`src/rtl/oddc_pkg.sv`:
```
// Shared types and constants of the obstacle dodge controller.
package oddc_pkg;

  typedef logic [2:0] event_t;
  typedef logic signed [2:0] pos_t;
  typedef logic signed [5:0] speed_t;
  typedef logic [3:0] leds_t;
  typedef logic [7:0] level_t;
  typedef logic [1:0] cfg_idx_t;
  typedef logic [1:0] key_t;

  localparam event_t EV_NONE     = 3'd0;
  localparam event_t EV_DETECTED = 3'd4;
  localparam event_t EV_CLEAR    = 3'd5;
  localparam event_t EV_CLEAR_L  = 3'd6;
  localparam event_t EV_CLEAR_R  = 3'd7;

  localparam key_t KEY_NONE = 2'd0;

  localparam cfg_idx_t REG_DETECT = 2'd0;
  localparam cfg_idx_t REG_CLEAR  = 2'd1;
  localparam cfg_idx_t REG_SIDE   = 2'd2;

  localparam level_t DETECT_RST = 8'd25;
  localparam level_t CLEAR_RST  = 8'd20;
  localparam level_t SIDE_RST   = 8'd5;

  localparam pos_t POS_FAR_L  = -3'sd2;
  localparam pos_t POS_NEAR_L = -3'sd1;
  localparam pos_t POS_MID    = 3'sd0;
  localparam pos_t POS_NEAR_R = 3'sd1;
  localparam pos_t POS_FAR_R  = 3'sd2;

  localparam speed_t SPD_STOP    = 6'sd0;
  localparam speed_t SPD_BACK    = -6'sd25;
  localparam speed_t SPD_SLOW    = 6'sd15;
  localparam speed_t SPD_REVERSE = -6'sd20;
  localparam speed_t SPD_FULL    = 6'sd30;
  localparam speed_t SPD_TURN    = 6'sd20;

  localparam leds_t LED_OFF     = 4'h0;
  localparam leds_t LED_STOPPED = 4'h9;
  localparam leds_t LED_1       = 4'h1;
  localparam leds_t LED_2       = 4'h2;
  localparam leds_t LED_3       = 4'h4;
  localparam leds_t LED_4       = 4'h8;

  localparam logic [6:0] HALF_MAX = 7'd127;

endpackage

```
`src/rtl/obstacle_dodge_controller_core.sv`:
```
// Top level of the obstacle dodge controller: sensor grading, events and drive state.
// An input waits in the input register, which frees as the result register takes its result.
// Throughput: one beat per cycle while out_ready does not stall the output.
// A stalled result holds the output stage, and the input register takes one more beat.
// Reset (rst_n low, synchronous) empties both stages, clears run, event, speed, LED and
// position state, and loads the thresholds with 25, 20 and 5.
module obstacle_dodge_controller_core #(
  parameter int SENSOR_BITS = 10
) (
  input  logic                            clk,
  input  logic                            rst_n,
  input  logic                            in_valid,
  output logic                            in_ready,
  input  logic [1:0]                      in_key_code,
  input  logic [SENSOR_BITS-1:0]          in_sensor_far_left,
  input  logic [SENSOR_BITS-1:0]          in_sensor_left,
  input  logic [SENSOR_BITS-1:0]          in_sensor_right,
  input  logic [SENSOR_BITS-1:0]          in_sensor_far_right,
  output logic                            out_valid,
  input  logic                            out_ready,
  output logic [2:0]                      out_event_code,
  output logic signed [2:0]               out_obstacle_position,
  output logic [7:0]                      out_obstacle_level,
  output logic                            out_running,
  output logic signed [5:0]               out_left_speed,
  output logic signed [5:0]               out_right_speed,
  output logic [3:0]                      out_led_pattern,
  input  logic                            cfg_valid,
  output logic                            cfg_ready,
  input  logic [1:0]                      cfg_index,
  input  logic [7:0]                      cfg_data
);

  localparam logic [SENSOR_BITS-1:0] CLAMP = SENSOR_BITS'(255);

  oddc_pkg::level_t detect_r, clear_r, side_r;

  logic                   s1_valid_r;
  oddc_pkg::key_t         s1_key_r;
  logic [SENSOR_BITS-1:0] s1_fl_r, s1_l_r, s1_r_r, s1_fr_r;

  logic                   out_valid_r;
  oddc_pkg::event_t       out_event_r;
  oddc_pkg::level_t       out_level_r;

  logic                   run_r, run_nxt;
  oddc_pkg::event_t       last_r, last_nxt;
  oddc_pkg::speed_t       lspd_r, lspd_nxt, rspd_r, rspd_nxt;
  oddc_pkg::leds_t        leds_r, leds_nxt;
  oddc_pkg::pos_t         pos_r, pos_nxt;

  oddc_pkg::event_t       event_nxt, obs;
  oddc_pkg::level_t       level_nxt, lvl, sum_ll, sum_cc, sum_rr, lvl_a;
  logic [6:0]             h_fl, h_l, h_r, h_fr;
  logic                   advance;

  function automatic logic [6:0] half_reading(input logic [SENSOR_BITS-1:0] raw);
    half_reading = (raw > CLAMP) ? oddc_pkg::HALF_MAX : raw[7:1];
  endfunction

  assign advance   = s1_valid_r && (!out_valid_r || out_ready);
  assign in_ready  = !s1_valid_r || advance;
  assign cfg_ready = 1'b1;

  assign h_fl   = half_reading(s1_fl_r);
  assign h_l    = half_reading(s1_l_r);
  assign h_r    = half_reading(s1_r_r);
  assign h_fr   = half_reading(s1_fr_r);
  assign sum_ll = {1'b0, h_fl} + {1'b0, h_l};
  assign sum_cc = {1'b0, h_l} + {1'b0, h_r};
  assign sum_rr = {1'b0, h_r} + {1'b0, h_fr};
  assign lvl_a  = (sum_cc > sum_ll) ? sum_cc : sum_ll;
  assign lvl    = (sum_rr > lvl_a) ? sum_rr : lvl_a;

  always_comb begin
    event_nxt = oddc_pkg::EV_NONE;
    level_nxt = '0;
    run_nxt   = run_r;
    last_nxt  = last_r;
    lspd_nxt  = lspd_r;
    rspd_nxt  = rspd_r;
    leds_nxt  = leds_r;
    pos_nxt   = pos_r;
    obs       = oddc_pkg::EV_NONE;

    if (s1_key_r != oddc_pkg::KEY_NONE) begin
      event_nxt = oddc_pkg::event_t'({1'b0, s1_key_r});
    end else begin
      level_nxt = lvl;
      if (lvl == sum_cc || sum_ll == sum_rr) begin
        if (sum_ll > sum_rr) begin
          pos_nxt = oddc_pkg::POS_NEAR_L;
        end else if (sum_ll < sum_rr) begin
          pos_nxt = oddc_pkg::POS_NEAR_R;
        end else begin
          pos_nxt = oddc_pkg::POS_MID;
        end
      end else if (sum_ll > sum_rr) begin
        pos_nxt = oddc_pkg::POS_FAR_L;
      end else begin
        pos_nxt = oddc_pkg::POS_FAR_R;
      end

      if (lvl > detect_r) begin
        obs = oddc_pkg::EV_DETECTED;
      end
      if (lvl < clear_r) begin
        obs = oddc_pkg::EV_CLEAR;
        if (lvl > side_r) begin
          if (pos_nxt < 0) begin
            obs = oddc_pkg::EV_CLEAR_R;
          end else if (pos_nxt > 0) begin
            obs = oddc_pkg::EV_CLEAR_L;
          end
        end
      end
      if (obs != last_r) begin
        last_nxt  = obs;
        event_nxt = obs;
      end
    end

    if (!run_r) begin
      if (s1_key_r != oddc_pkg::KEY_NONE) begin
        run_nxt  = 1'b1;
        last_nxt = oddc_pkg::EV_NONE;
      end
    end else if (s1_key_r != oddc_pkg::KEY_NONE) begin
      run_nxt  = 1'b0;
      lspd_nxt = oddc_pkg::SPD_STOP;
      rspd_nxt = oddc_pkg::SPD_STOP;
      leds_nxt = oddc_pkg::LED_STOPPED;
    end else begin
      case (event_nxt)
        oddc_pkg::EV_DETECTED: begin
          leds_nxt = ((pos_nxt <= 0) ? oddc_pkg::LED_1 : oddc_pkg::LED_OFF)
                   | ((pos_nxt >= 0) ? oddc_pkg::LED_4 : oddc_pkg::LED_OFF);
          if (pos_nxt > 0) begin
            lspd_nxt = oddc_pkg::SPD_BACK;
            rspd_nxt = oddc_pkg::SPD_SLOW;
          end else if (pos_nxt < 0) begin
            lspd_nxt = oddc_pkg::SPD_SLOW;
            rspd_nxt = oddc_pkg::SPD_BACK;
          end else begin
            lspd_nxt = oddc_pkg::SPD_REVERSE;
            rspd_nxt = oddc_pkg::SPD_REVERSE;
          end
        end
        oddc_pkg::EV_CLEAR: begin
          leds_nxt = oddc_pkg::LED_OFF;
          lspd_nxt = oddc_pkg::SPD_FULL;
          rspd_nxt = oddc_pkg::SPD_FULL;
        end
        oddc_pkg::EV_CLEAR_L: begin
          leds_nxt = oddc_pkg::LED_3;
          lspd_nxt = oddc_pkg::SPD_TURN;
          rspd_nxt = oddc_pkg::SPD_FULL;
        end
        oddc_pkg::EV_CLEAR_R: begin
          leds_nxt = oddc_pkg::LED_2;
          lspd_nxt = oddc_pkg::SPD_FULL;
          rspd_nxt = oddc_pkg::SPD_TURN;
        end
        default: begin
          leds_nxt = leds_r;
        end
      endcase
    end
  end

  always_ff @(posedge clk) begin
    if (!rst_n) begin
      detect_r <= oddc_pkg::DETECT_RST;
      clear_r  <= oddc_pkg::CLEAR_RST;
      side_r   <= oddc_pkg::SIDE_RST;
    end else if (cfg_valid && cfg_ready) begin
      case (cfg_index)
        oddc_pkg::REG_DETECT: detect_r <= cfg_data;
        oddc_pkg::REG_CLEAR:  clear_r  <= cfg_data;
        oddc_pkg::REG_SIDE:   side_r   <= cfg_data;
        default: begin
          side_r <= side_r;
        end
      endcase
    end
  end

  always_ff @(posedge clk) begin
    if (in_valid && in_ready) begin
      s1_key_r <= in_key_code;
      s1_fl_r  <= in_sensor_far_left;
      s1_l_r   <= in_sensor_left;
      s1_r_r   <= in_sensor_right;
      s1_fr_r  <= in_sensor_far_right;
    end
    if (advance) begin
      out_event_r <= event_nxt;
      out_level_r <= level_nxt;
    end
  end

  always_ff @(posedge clk) begin
    if (!rst_n) begin
      s1_valid_r  <= 1'b0;
      out_valid_r <= 1'b0;
      run_r       <= 1'b0;
      last_r      <= oddc_pkg::EV_NONE;
      lspd_r      <= oddc_pkg::SPD_STOP;
      rspd_r      <= oddc_pkg::SPD_STOP;
      leds_r      <= oddc_pkg::LED_OFF;
      pos_r       <= oddc_pkg::POS_MID;
    end else begin
      if (in_valid && in_ready) begin
        s1_valid_r <= 1'b1;
      end else if (advance) begin
        s1_valid_r <= 1'b0;
      end
      if (advance) begin
        out_valid_r <= 1'b1;
        run_r       <= run_nxt;
        last_r      <= last_nxt;
        lspd_r      <= lspd_nxt;
        rspd_r      <= rspd_nxt;
        leds_r      <= leds_nxt;
        pos_r       <= pos_nxt;
      end else if (out_ready) begin
        out_valid_r <= 1'b0;
      end
    end
  end

  assign out_valid             = out_valid_r;
  assign out_event_code        = out_event_r;
  assign out_obstacle_level    = out_level_r;
  assign out_obstacle_position = pos_r;
  assign out_running           = run_r;
  assign out_left_speed        = lspd_r;
  assign out_right_speed       = rspd_r;
  assign out_led_pattern       = leds_r;

endmodule

```
`config.mk`:
```
export PLATFORM = sky130hd
export DESIGN_NAME = obstacle_dodge_controller_core
export DESIGN_NICKNAME = d
export VERILOG_FILES = /design/src/rtl/oddc_pkg.sv /design/src/rtl/obstacle_dodge_controller_core.sv
export SDC_FILE = /design/constraint.sdc
export NUM_CORES = 1
export LEC_CHECK = 0
export BUFFER_PORTS_ARGS = -buffer_cell sky130_fd_sc_hd__buf_2
export CORE_MARGIN = 2
export CORE_UTILIZATION = 50
export CTS_CLUSTER_DIAMETER = 30
export DETAILED_ROUTE_END_ITERATION = 12
export GPL_TIMING_DRIVEN = 0
export HOLD_SLACK_MARGIN = 0.1
export PLACE_DENSITY = 0.74
export SYNTH_ARGS = -nofsm -noshare
export SYNTH_HDL_FRONTEND = slang
export SYNTH_SLANG_ARGS = --single-unit
export TNS_END_PERCENT = 30
```
`constraint.sdc`:
```
create_clock -name clk -period 10.8 [get_ports clk]
set_input_delay 1.08 -clock clk [delete_from_list [all_inputs] [get_ports clk]]
set_output_delay 1.08 -clock clk [all_outputs]
set_load 0.01 [all_outputs]
```
==> results of run 1 <==
==> per-layer routing <==
layer | vias to the layer above | wire, um | GRT usage, %
met5 | - | 0 | 0
met4 | 0 | 404 | 9.41
met3 | 29 | 652 | 3.57
met2 | 152 | 8620 | 42.5
met1 | 2819 | 7550 | 29.7
li1 | 2894 | - | -
==> power breakdown <==
part | switching [W] | total (W) | internal (W)
clock | 0.000142 | 0.000306 | 0.000164
sequential | 0.0000113 | 0.000423 | 0.000412
combinational | 0.000384 | 0.000634 | 0.000250
total | 0.000538 | 0.00136 | 0.000826
==> state kept, by name, summed over array words and instances (netlist names) <==
| name | count |
|---|---|
| clear_r | 8 |
| detect_r | 8 |
| last_r | 3 |
| out_event_code | 3 |
| out_led_pattern | 4 |
| out_left_speed | 6 |
| out_obstacle_level | 8 |
| out_obstacle_position | 3 |
| out_right_speed | 6 |
| out_running | 1 |
| out_valid | 1 |
| s1_fl_r | 9 |
| s1_fr_r | 9 |
| s1_key_r | 2 |
| s1_l_r | 9 |
| s1_r_r | 9 |
| s1_valid_r | 1 |
| side_r | 8 |
==> timing repair <==
item | 4_1_cts | 5_1_grt
setup endpoints to repair | 0 | 14
buffers inserted | 0 | 0
gates resized for setup | 0 | 3
hold buffers | 0 | 0
==> per-stage QoR <==
stage	cells	setup WS [ns]
4_1_cts	1009	0.563
3_5_place_dp	993	0.577
5_1_grt	1009	0.157
6_report	1009	0.736
2_1_floorplan	732	2.20
3_3_place_gp	993	0.712
==> cells by family after synthesis <==
kind of cell               Yosys count
and+or+nand+nor                    232
DFF                                 98
other                                1
buffers and inverters               82
xor gates and xnor gates            30
AOI/OAI and AO/OA                  196
adders and majority gates           65
muxes                               28
==> placed cells by master (no fill, tap or decap), types with 4 or more instances in the layout <==
cell and count:
nor3_2 4, xor2_1 9, a32o_1 7, dfxtp_1 49, or3_1 24, xnor2_1 18
or2_2 4, and3_1 8, edfxtp_1 49, a31oi_1 7, inv_1 58, o211ai_1 8
and2_1 11, nand2_1 39, o21ai_0 29, nand4_1 8, clkbuf_1 15, o21a_1 9
a31o_2 4, or4_1 4, o21bai_1 7, clkbuf_16 9, a21o_1 14, nand3_1 12
o2111ai_1 4, nor3_1 9, buf_2 89, nor2b_1 10, nor2_1 69, mux2i_1 26
nor4_1 4, a21oi_1 54, ha_1 61
==> final cells by class <==
| class | count | area (sq um) | area share [%] |
|---|---|---|---|
| Clock buffer | 12 | 248 | 3.17 |
| Timing Repair Buffer | 85 | 425 | 5.45 |
| Buffer | 23 | 115 | 1.47 |
| Sequential cell | 98 | 2450 | 31.4 |
| Inverter | 59 | 221 | 2.84 |
| Multi-Input combinational cell | 552 | 4100 | 52.5 |
| Tap cell | 176 | 220 | 2.82 |
| Clock inverter | 4 | 27.5 | 0.353 |
==> worst max path at each step <==
stage	slack, ns	from	depth (start not counted)	endpoint
finish	0.74	s1_r_r[9]	40	out_left_speed[5]
global route	0.16	s1_r_r[9]	40	out_right_speed[5]
global placement	0.71	s1_r_r[9]	40	out_right_speed[5]
floorplan	2.20	s1_r_r[9]	40	out_left_speed[0]
CTS	0.56	s1_r_r[9]	40	out_right_speed[5]
detailed placement	0.58	s1_r_r[9]	40	out_right_speed[5]
==> run metrics, run 1 <==
outcome finished, final reports clean; Finished Core Util 58.5%; Synth Area per Inst 9.40 sq um; synth top area cells edfxtp_1 21%, dfxtp_1 14%, ha_1 11%; vias 5,894; maximum vdd drop 115 uV; Vert. Die Dim 121 um; multiplexer share of the synthesized area 4.15%; IO Pins 91; post-detailed-route wirelength per cell 17.1 um; post-synthesis sequential area ratio 35.7%; DP HPWL 13,500 um; Post-DP Area 7520 sq um; Via density 5.84; Seq cells post-synth 98; 1st-iter DRT viols 409; WHS Endpoint out_right_speed[3]; Starting Density 51.5%; Post-Synth Simple-Gate Area 18.4%; Ant. Diodes 0; Crit-path slowest cell edfxtp_1; CP endpoint kind register; global-route wire length before repair 27,800 um; largest family of logic cells by synthesized area compound AO/OA/AOI/OAI gates; fin. max-slew vios 0; f_max 0.0994 GHz; Hold Vio Cnt, Final 0; Syn Nets 851; reg2reg setup slack 0.74 ns; xor/xnor share of the synthesized area 4.40%; Power Total 0.00136 W; Period minus WS final 10.06 ns; core area 13,300 sq um; ys flop type edfxtp_1; vias in the first global route 5,769; Compound-Gate Fraction of Synth Area 20.5%; FFs w/ async S/R, synth 0%; Critical Path Source Type register; drt pass-1 iters 5; CP top delay family compound AO/OA/AOI/OAI gates; layout cells sized above 1 18.8%; pin count of the biggest net entering global routing 39; Final Wtd Congestion 0.967; Longest Clk Path Bufs 2; most frequent cell after synthesis nor2_1; Arr. time, crit path 10.31 ns; clk root buf clkbuf_16; synthesized area 6880 sq um; CTS tree done; Yosys top cell area share 21.4%; hold path cells 1; clk_lat worst skew 0.36 ns; crit path buf inv count 6; Ys Warns 0; Min-Delay Path Class reg -> reg; final period utilization 93.2%; Clock Pin Slew Worst Setup and Hold Paths 0.07 ns; Max FO, Critical Path 10; number of port buffers 85; Setup Skew 0.0109 ns; Die Wd 121 um; final instance area 7810 sq um; grt total ovfl 0; pwr/cell area 175 nW/um^2; aggregate global-route resource usage 24.1%; # fillers 1,228; worst r2r src s1_r_r[9]; Slowest Stage Delay on Critical Path 0.53 ns; Post-synth top cells 69 x nor2_1, 61 x ha_1, 58 x inv_1; Synth Area in Adders 11.9%; Detail Route Antenna Nets 0; Area growth, synth to finish 13.5%; CTS buffer count 9; worst min-delay path startpoint out_right_speed[3]; max_slew headroom 27.3%; # nets final 947; FF-to-FF path depth 40; maxcap violations 0; Distinct cells, synth 91; Cell Rows 42; WHS 0.469 ns; RSZ-0062 raised after global routing no; EDFF count, synth 49; Die ar. 14,700 sq um; reg-to-reg endpoint out_left_speed[5]; Pleak 3.24 nW; Worst-Margin Slew 1.09 ns; Yosys top cell by area edfxtp_1; CTS Sinks 98; final WL 17,200 um; Crit Path Class reg -> reg; Cells after Synth 732; Worst EP required 11.05 ns; H-tree depth 3; setup_tns 0 ns; initial antenna violation count 0; # DRC 0; Setup violations, final 0
Power figures use the tool's default switching activity.
==> run 2, diff against run 1 <==
REMOVE_ABC_BUFFERS = 1   (was default)
==> run metrics, run 2 (synthesized netlist as in run 1, its figures left out) <==
f_max 0.0991 GHz (-0.24%); aggregate global-route resource usage 23.0% (-1.1 points); pin count of the biggest net entering global routing 39 (unchanged); Setup violations, final 0 (unchanged); Arr. time, crit path 10.38 ns (+0.07 ns); CTS tree done; # DRC 0 (unchanged); outcome finished, final reports clean; Min-Delay Path Class reg -> reg; Die Wd 121 um (unchanged); dpl ws 0.561 ns (-0.0161 ns); Pleak 3.19 nW (-1.6%); Via density 5.85 (+0.20%); initial antenna violation count 0 (unchanged); Vert. Die Dim 121 um (unchanged); vias in the first global route 5,629 (-2.4%); clk_lat worst skew 0.36 ns (about the same); pwr/cell area 177 nW/um^2 (+1.3%); Starting Density 51.5% (unchanged); CTS Sinks 98 (unchanged); maxcap violations 0 (unchanged); drt pass-1 iters 6 (+1); final instance area 7710 sq um (-1.2%); Slowest Stage Delay on Critical Path 0.63 ns (+0.10 ns); grt total ovfl 0 (unchanged); Detail Route Antenna Nets 0 (unchanged); CP endpoint kind register; Clock Pin Slew Worst Setup and Hold Paths 0.07 ns (about the same); IO Pins 91 (unchanged); Crit. Startpoint s1_r_r[9]; DP HPWL 12,700 um (-6.0%); Area growth, synth to finish 12.2%; final WL 16,300 um (-5.4%); fin. max-slew vios 0 (unchanged); # nets final 924 (-2.4%); Die ar. 14,700 sq um (unchanged); setup_tns 0 ns (unchanged); global-route wire length before repair 26,700 um (-3.7%); number of port buffers 85 (unchanged); clk root buf clkbuf_16; core area 13,300 sq um (unchanged); maximum vdd drop 128 uV (+11%); Hold Vio Cnt, Final 0 (unchanged); Longest Clk Path Bufs 2 (unchanged); Worst-Margin Slew 1.00 ns (-0.0886 ns); Ant. Diodes 0 (unchanged); max_slew headroom 32.1% (+4.9 points); Post-DP Area 7420 sq um (-1.4%); worst r2r src s1_r_r[9]; final period utilization 93.4% (+0.23 points); WHS 0.468 ns (-0.000940 ns); Final Wtd Congestion 0.904 (-6.6%); # fillers 1,177 (-4.2%); most frequent cells in the layout 85 x buf_2, 69 x nor2_1, 61 x ha_1, 58 x inv_1, 54 x a21oi_1; Period minus WS final 10.09 ns (+0.0247 ns); RSZ-0062 raised after global routing no; Setup Buffers After CTS 0 (unchanged); post-detailed-route wirelength per cell 16.5 um (-3.2%); Setup Skew 0.0142 ns (+0.00323 ns); Critical Path Source Type register; worst min-delay path startpoint out_left_speed[4]; CTS buffer count 9 (unchanged); 1st-iter DRT viols 492 (+20%); most common cell after layout, fill and taps aside buf_2; Crit-path slowest cell edfxtp_1; Cell Rows 42 (unchanged); setup ws final 0.711 ns (-0.0247 ns); vias 5,771 (-2.1%); Max FO, Critical Path 16 (+6); H-tree depth 3 (unchanged); Crit Path Class reg -> reg; Worst EP required 11.10 ns (+0.05 ns); layout cells sized above 1 18.6% (-0.21 points)
## run 2: cell count changes in the layout (fill, tap and decap cells not counted), sizes merged
cell    previous run  this run
clkbuf            27        10
buf               93        85
inv               60        62
## run 2: final cells by class
| cell class | count | area, sq um | area share [%] |
|---|---|---|---|
| repair buffers | 85 | 425 | 5.51 |
| clock buffers | 10 | 250 | 3.24 |
| clock inverters | 6 | 42.5 | 0.551 |
| well taps | 176 | 220 | 2.85 |
| inverters | 59 | 221 | 2.87 |
| flip-flops and latches | 98 | 2450 | 31.8 |
| multi-input cells | 552 | 4100 | 53.2 |
## run 2: metrics by stage
step / total power [W] / util (%) / std cells
finish: 0.00136 / 57.8 / 986
global route: 0.00146 / 57.8 / 986
CTS: 0.00136 / 57.8 / 986
detailed placement: 0.00104 / 55.6 / 970
global placement: 0.00101 / 55.5 / 970
floorplan: 0.000893 / - / 709
## run 2: worst paths after layout
kind                       endpoint  slack, ns  cells after the start
hold / removal    out_left_speed[4]       0.47                      1
hold reg to reg   out_left_speed[4]       0.47                      1
setup reg to reg  out_left_speed[0]       0.71                     36
setup / recovery  out_left_speed[0]       0.71                     36
## run 2: critical path, delay by kind of cell, from the launching register on
family,cells,cell delay [ns]
adder cells (fa/ha/maj),4,1.22
XOR/XNOR,1,0.10
buffers and inverters,2,0.38
flip-flops,1,0.63
AND/OR/NAND/NOR,9,2.43
AO/OA/AOI/OAI,19,4.95
multiplexers,1,0.33
## run 2: repair_timing
action / in CTS / in global routing
hold buffers: 0 / 0
endpoints found under the setup margin: 0 / 14
gates resized for setup: 0 / 1
## run 2: power by group
| part | internal, W | switching, W | leakage [nW] |
|---|---|---|---|
| clock | 0.000172 | 0.000146 | 0.142 |
| sequential | 0.000412 | 0.0000125 | 0.873 |
| combinational | 0.000247 | 0.000376 | 2.18 |
| total | 0.000830 | 0.000535 | 3.19 |
## run 2: per-layer routing
metal	wire (um)	GRT usage, %
met1	6860	27.9
met5	0	0
met4	383	8.91
met2	8120	40.4
met3	932	4.23
==> run 3, diff against run 2 <==
CTS_BUF_LIST = sky130_fd_sc_hd__clkbuf_4 sky130_fd_sc_hd__clkbuf_8 sky130_fd_sc_hd__clkbuf_16   (was default)
CTS_CLUSTER_DIAMETER = default   (was 30)
clock period = 11.8 ns   (was 10.8 ns; I/O delays follow)
==> run metrics, run 3 (synthesized netlist as in run 1, its figures left out) <==
outcome finished, final reports clean; pin count of the biggest net entering global routing 39 (unchanged); Slowest Stage Delay on Critical Path 0.78 ns (+0.15 ns); WHS 0.468 ns (+0.000482 ns); CTS tree done; # hold bufs at CTS 0 (unchanged); CTS buffer count 9 (unchanged); CTS Sinks 98 (unchanged); Pleak 3.19 nW (about the same); 1st-iter DRT viols 498 (+1.2%); maximum vdd drop 117 uV (-8.4%); # nets final 924 (unchanged); pwr/cell area 162 nW/um^2 (-8.4%); number of port buffers 85 (unchanged); global-route wire length before repair 26,700 um (unchanged); RSZ-0062 raised after global routing no; top sig layer met4; Min-Delay Path Class reg -> reg; final instance area 7710 sq um (about the same); routed wl met3 840 um (-9.9%); Critical Path Source Type register; wl on met1 6970 um (+1.6%); Via density 5.83 (-0.47%); Die ar. 14,700 sq um (unchanged); reg2reg setup slack 1.40 ns (+0.69 ns); Power Total 0.00125 W (-8.4%); Worst EP required 12.10 ns (+1.00 ns); Detail Route Antenna Nets 0 (unchanged); aggregate global-route resource usage 23.0% (unchanged); IO Pins 91 (unchanged); clk root buf clkbuf_16; critical path's most frequent cell ha_1; # DRC 0 (unchanged); switching pwr 0.000490 W (-8.2%); WL met2 8090 um (-0.34%); Vert. Die Dim 121 um (unchanged); Post-DP Area 7420 sq um (unchanged); drt pass-1 iters 5 (-1); initial antenna violation count 0 (unchanged); maxcap violations 0 (unchanged); Crit-path slowest cell o21ai_1; final WL 16,300 um (about the same); Die Wd 121 um (unchanged); Ant. Diodes 0 (unchanged); Max FO, Critical Path 16 (unchanged); sw frac 39.2% (+0.069 points); dpl ws 1.56 ns (+1.00 ns); DP HPWL 12,700 um (unchanged); CP endpoint kind register; fin. max-slew vios 0 (unchanged); Final Wtd Congestion 0.904 (unchanged); clk_lat worst skew 0.36 ns (about the same); layout cells sized above 1 18.5% (-0.12 points); Longest Clk Path Bufs 2 (unchanged); core area 13,300 sq um (unchanged); Gate power share 45.6% (about the same); Hold Vio Cnt, Final 0 (unchanged); setup ws final 1.40 ns (+0.688 ns); P_int 0.000760 W (-8.5%); Period minus WS final 10.40 ns (+0.312 ns); vias 5,744 (-0.47%); most frequent cells in the layout 85 x buf_2, 69 x nor2_1, 61 x ha_1, 58 x inv_1, 54 x a21oi_1; Cell Rows 42 (unchanged); Setup Buffers After CTS 0 (unchanged); Setup violations, final 0 (unchanged); final period utilization 88.1% (-5.3 points); vias in the first global route 5,629 (unchanged); most common cell after layout, fill and taps aside buf_2; grt total ovfl 0 (unchanged); Starting Density 51.5% (unchanged); setup_tns 0 ns (unchanged); post-detailed-route wirelength per cell 16.5 um (about the same); Crit Path Class reg -> reg; Sequential Power Share 31.1% (about the same); H-tree depth 3 (unchanged); cts repair resizes 0 (unchanged); Setup Skew 0.0144 ns (+0.000260 ns); f_max 0.0961 GHz (-3.0%); Worst-Margin Slew 1.03 ns (+0.0275 ns); Clock Pin Slew Worst Setup and Hold Paths 0.07 ns (about the same); clock share of power 23.3% (about the same); Area growth, synth to finish 12.1% (about the same); max_slew headroom 30.3% (-1.9 points); Arr. time, crit path 10.70 ns (+0.32 ns)
## run 3: routing by layer
| layer | global-route usage, % | vias to the layer above |
|---|---|---|
| met2 | 40.4 | 204 |
| met3 | 4.23 | 37 |
| met5 | 0 | - |
| met4 | 8.91 | 0 |
| met1 | 27.9 | 2659 |
| li1 | - | 2844 |
## run 3: final cells by class
| cell class | instances | area [sq um] |
|---|---|---|
| Fill cell | 1177 | 5640 |
| Sequential cell | 98 | 2450 |
| Multi-Input combinational cell | 552 | 4100 |
| Tap cell | 176 | 220 |
| Timing Repair Buffer | 85 | 425 |
| Inverter | 59 | 221 |
| Clock inverter | 6 | 42.5 |
| Clock buffer | 10 | 250 |
## run 3: worst paths after layout
kind,startpoint,end,depth (start not counted)
worst max-delay path,s1_r_r[9],out_left_speed[0],35
worst min register to register,out_left_speed[4],out_left_speed[4],1
worst max register to register,s1_r_r[9],out_left_speed[0],35
worst min-delay path,out_left_speed[4],out_left_speed[4],1
## run 3: stage by stage
stage	instances	utilization, %
after floorplan	709	-
after global placement	970	55.5
after detailed placement	970	55.6
after CTS	986	57.8
after global routing	986	57.8
final	986	57.8
## run 3: power groups by stage
stage	logic (W)	registers, W	clock network [W]
global route	0.000633	0.000390	0.000310
detailed placement	0.000558	0.000396	0
floorplan	0.000422	0.000396	0
finish	0.000570	0.000388	0.000291
CTS	0.000563	0.000388	0.000298
global placement	0.000531	0.000396	0
## run 3: worst max-delay path, delay by kind of cell (launching register included)
kind                     cells  cell delay [ns]
AO/OA/AOI/OAI               23             6.30
adder cells (fa/ha/maj)      4             1.34
buffers and inverters        2             0.39
flip-flops                   1             0.62
AND/OR/NAND/NOR              6             1.70
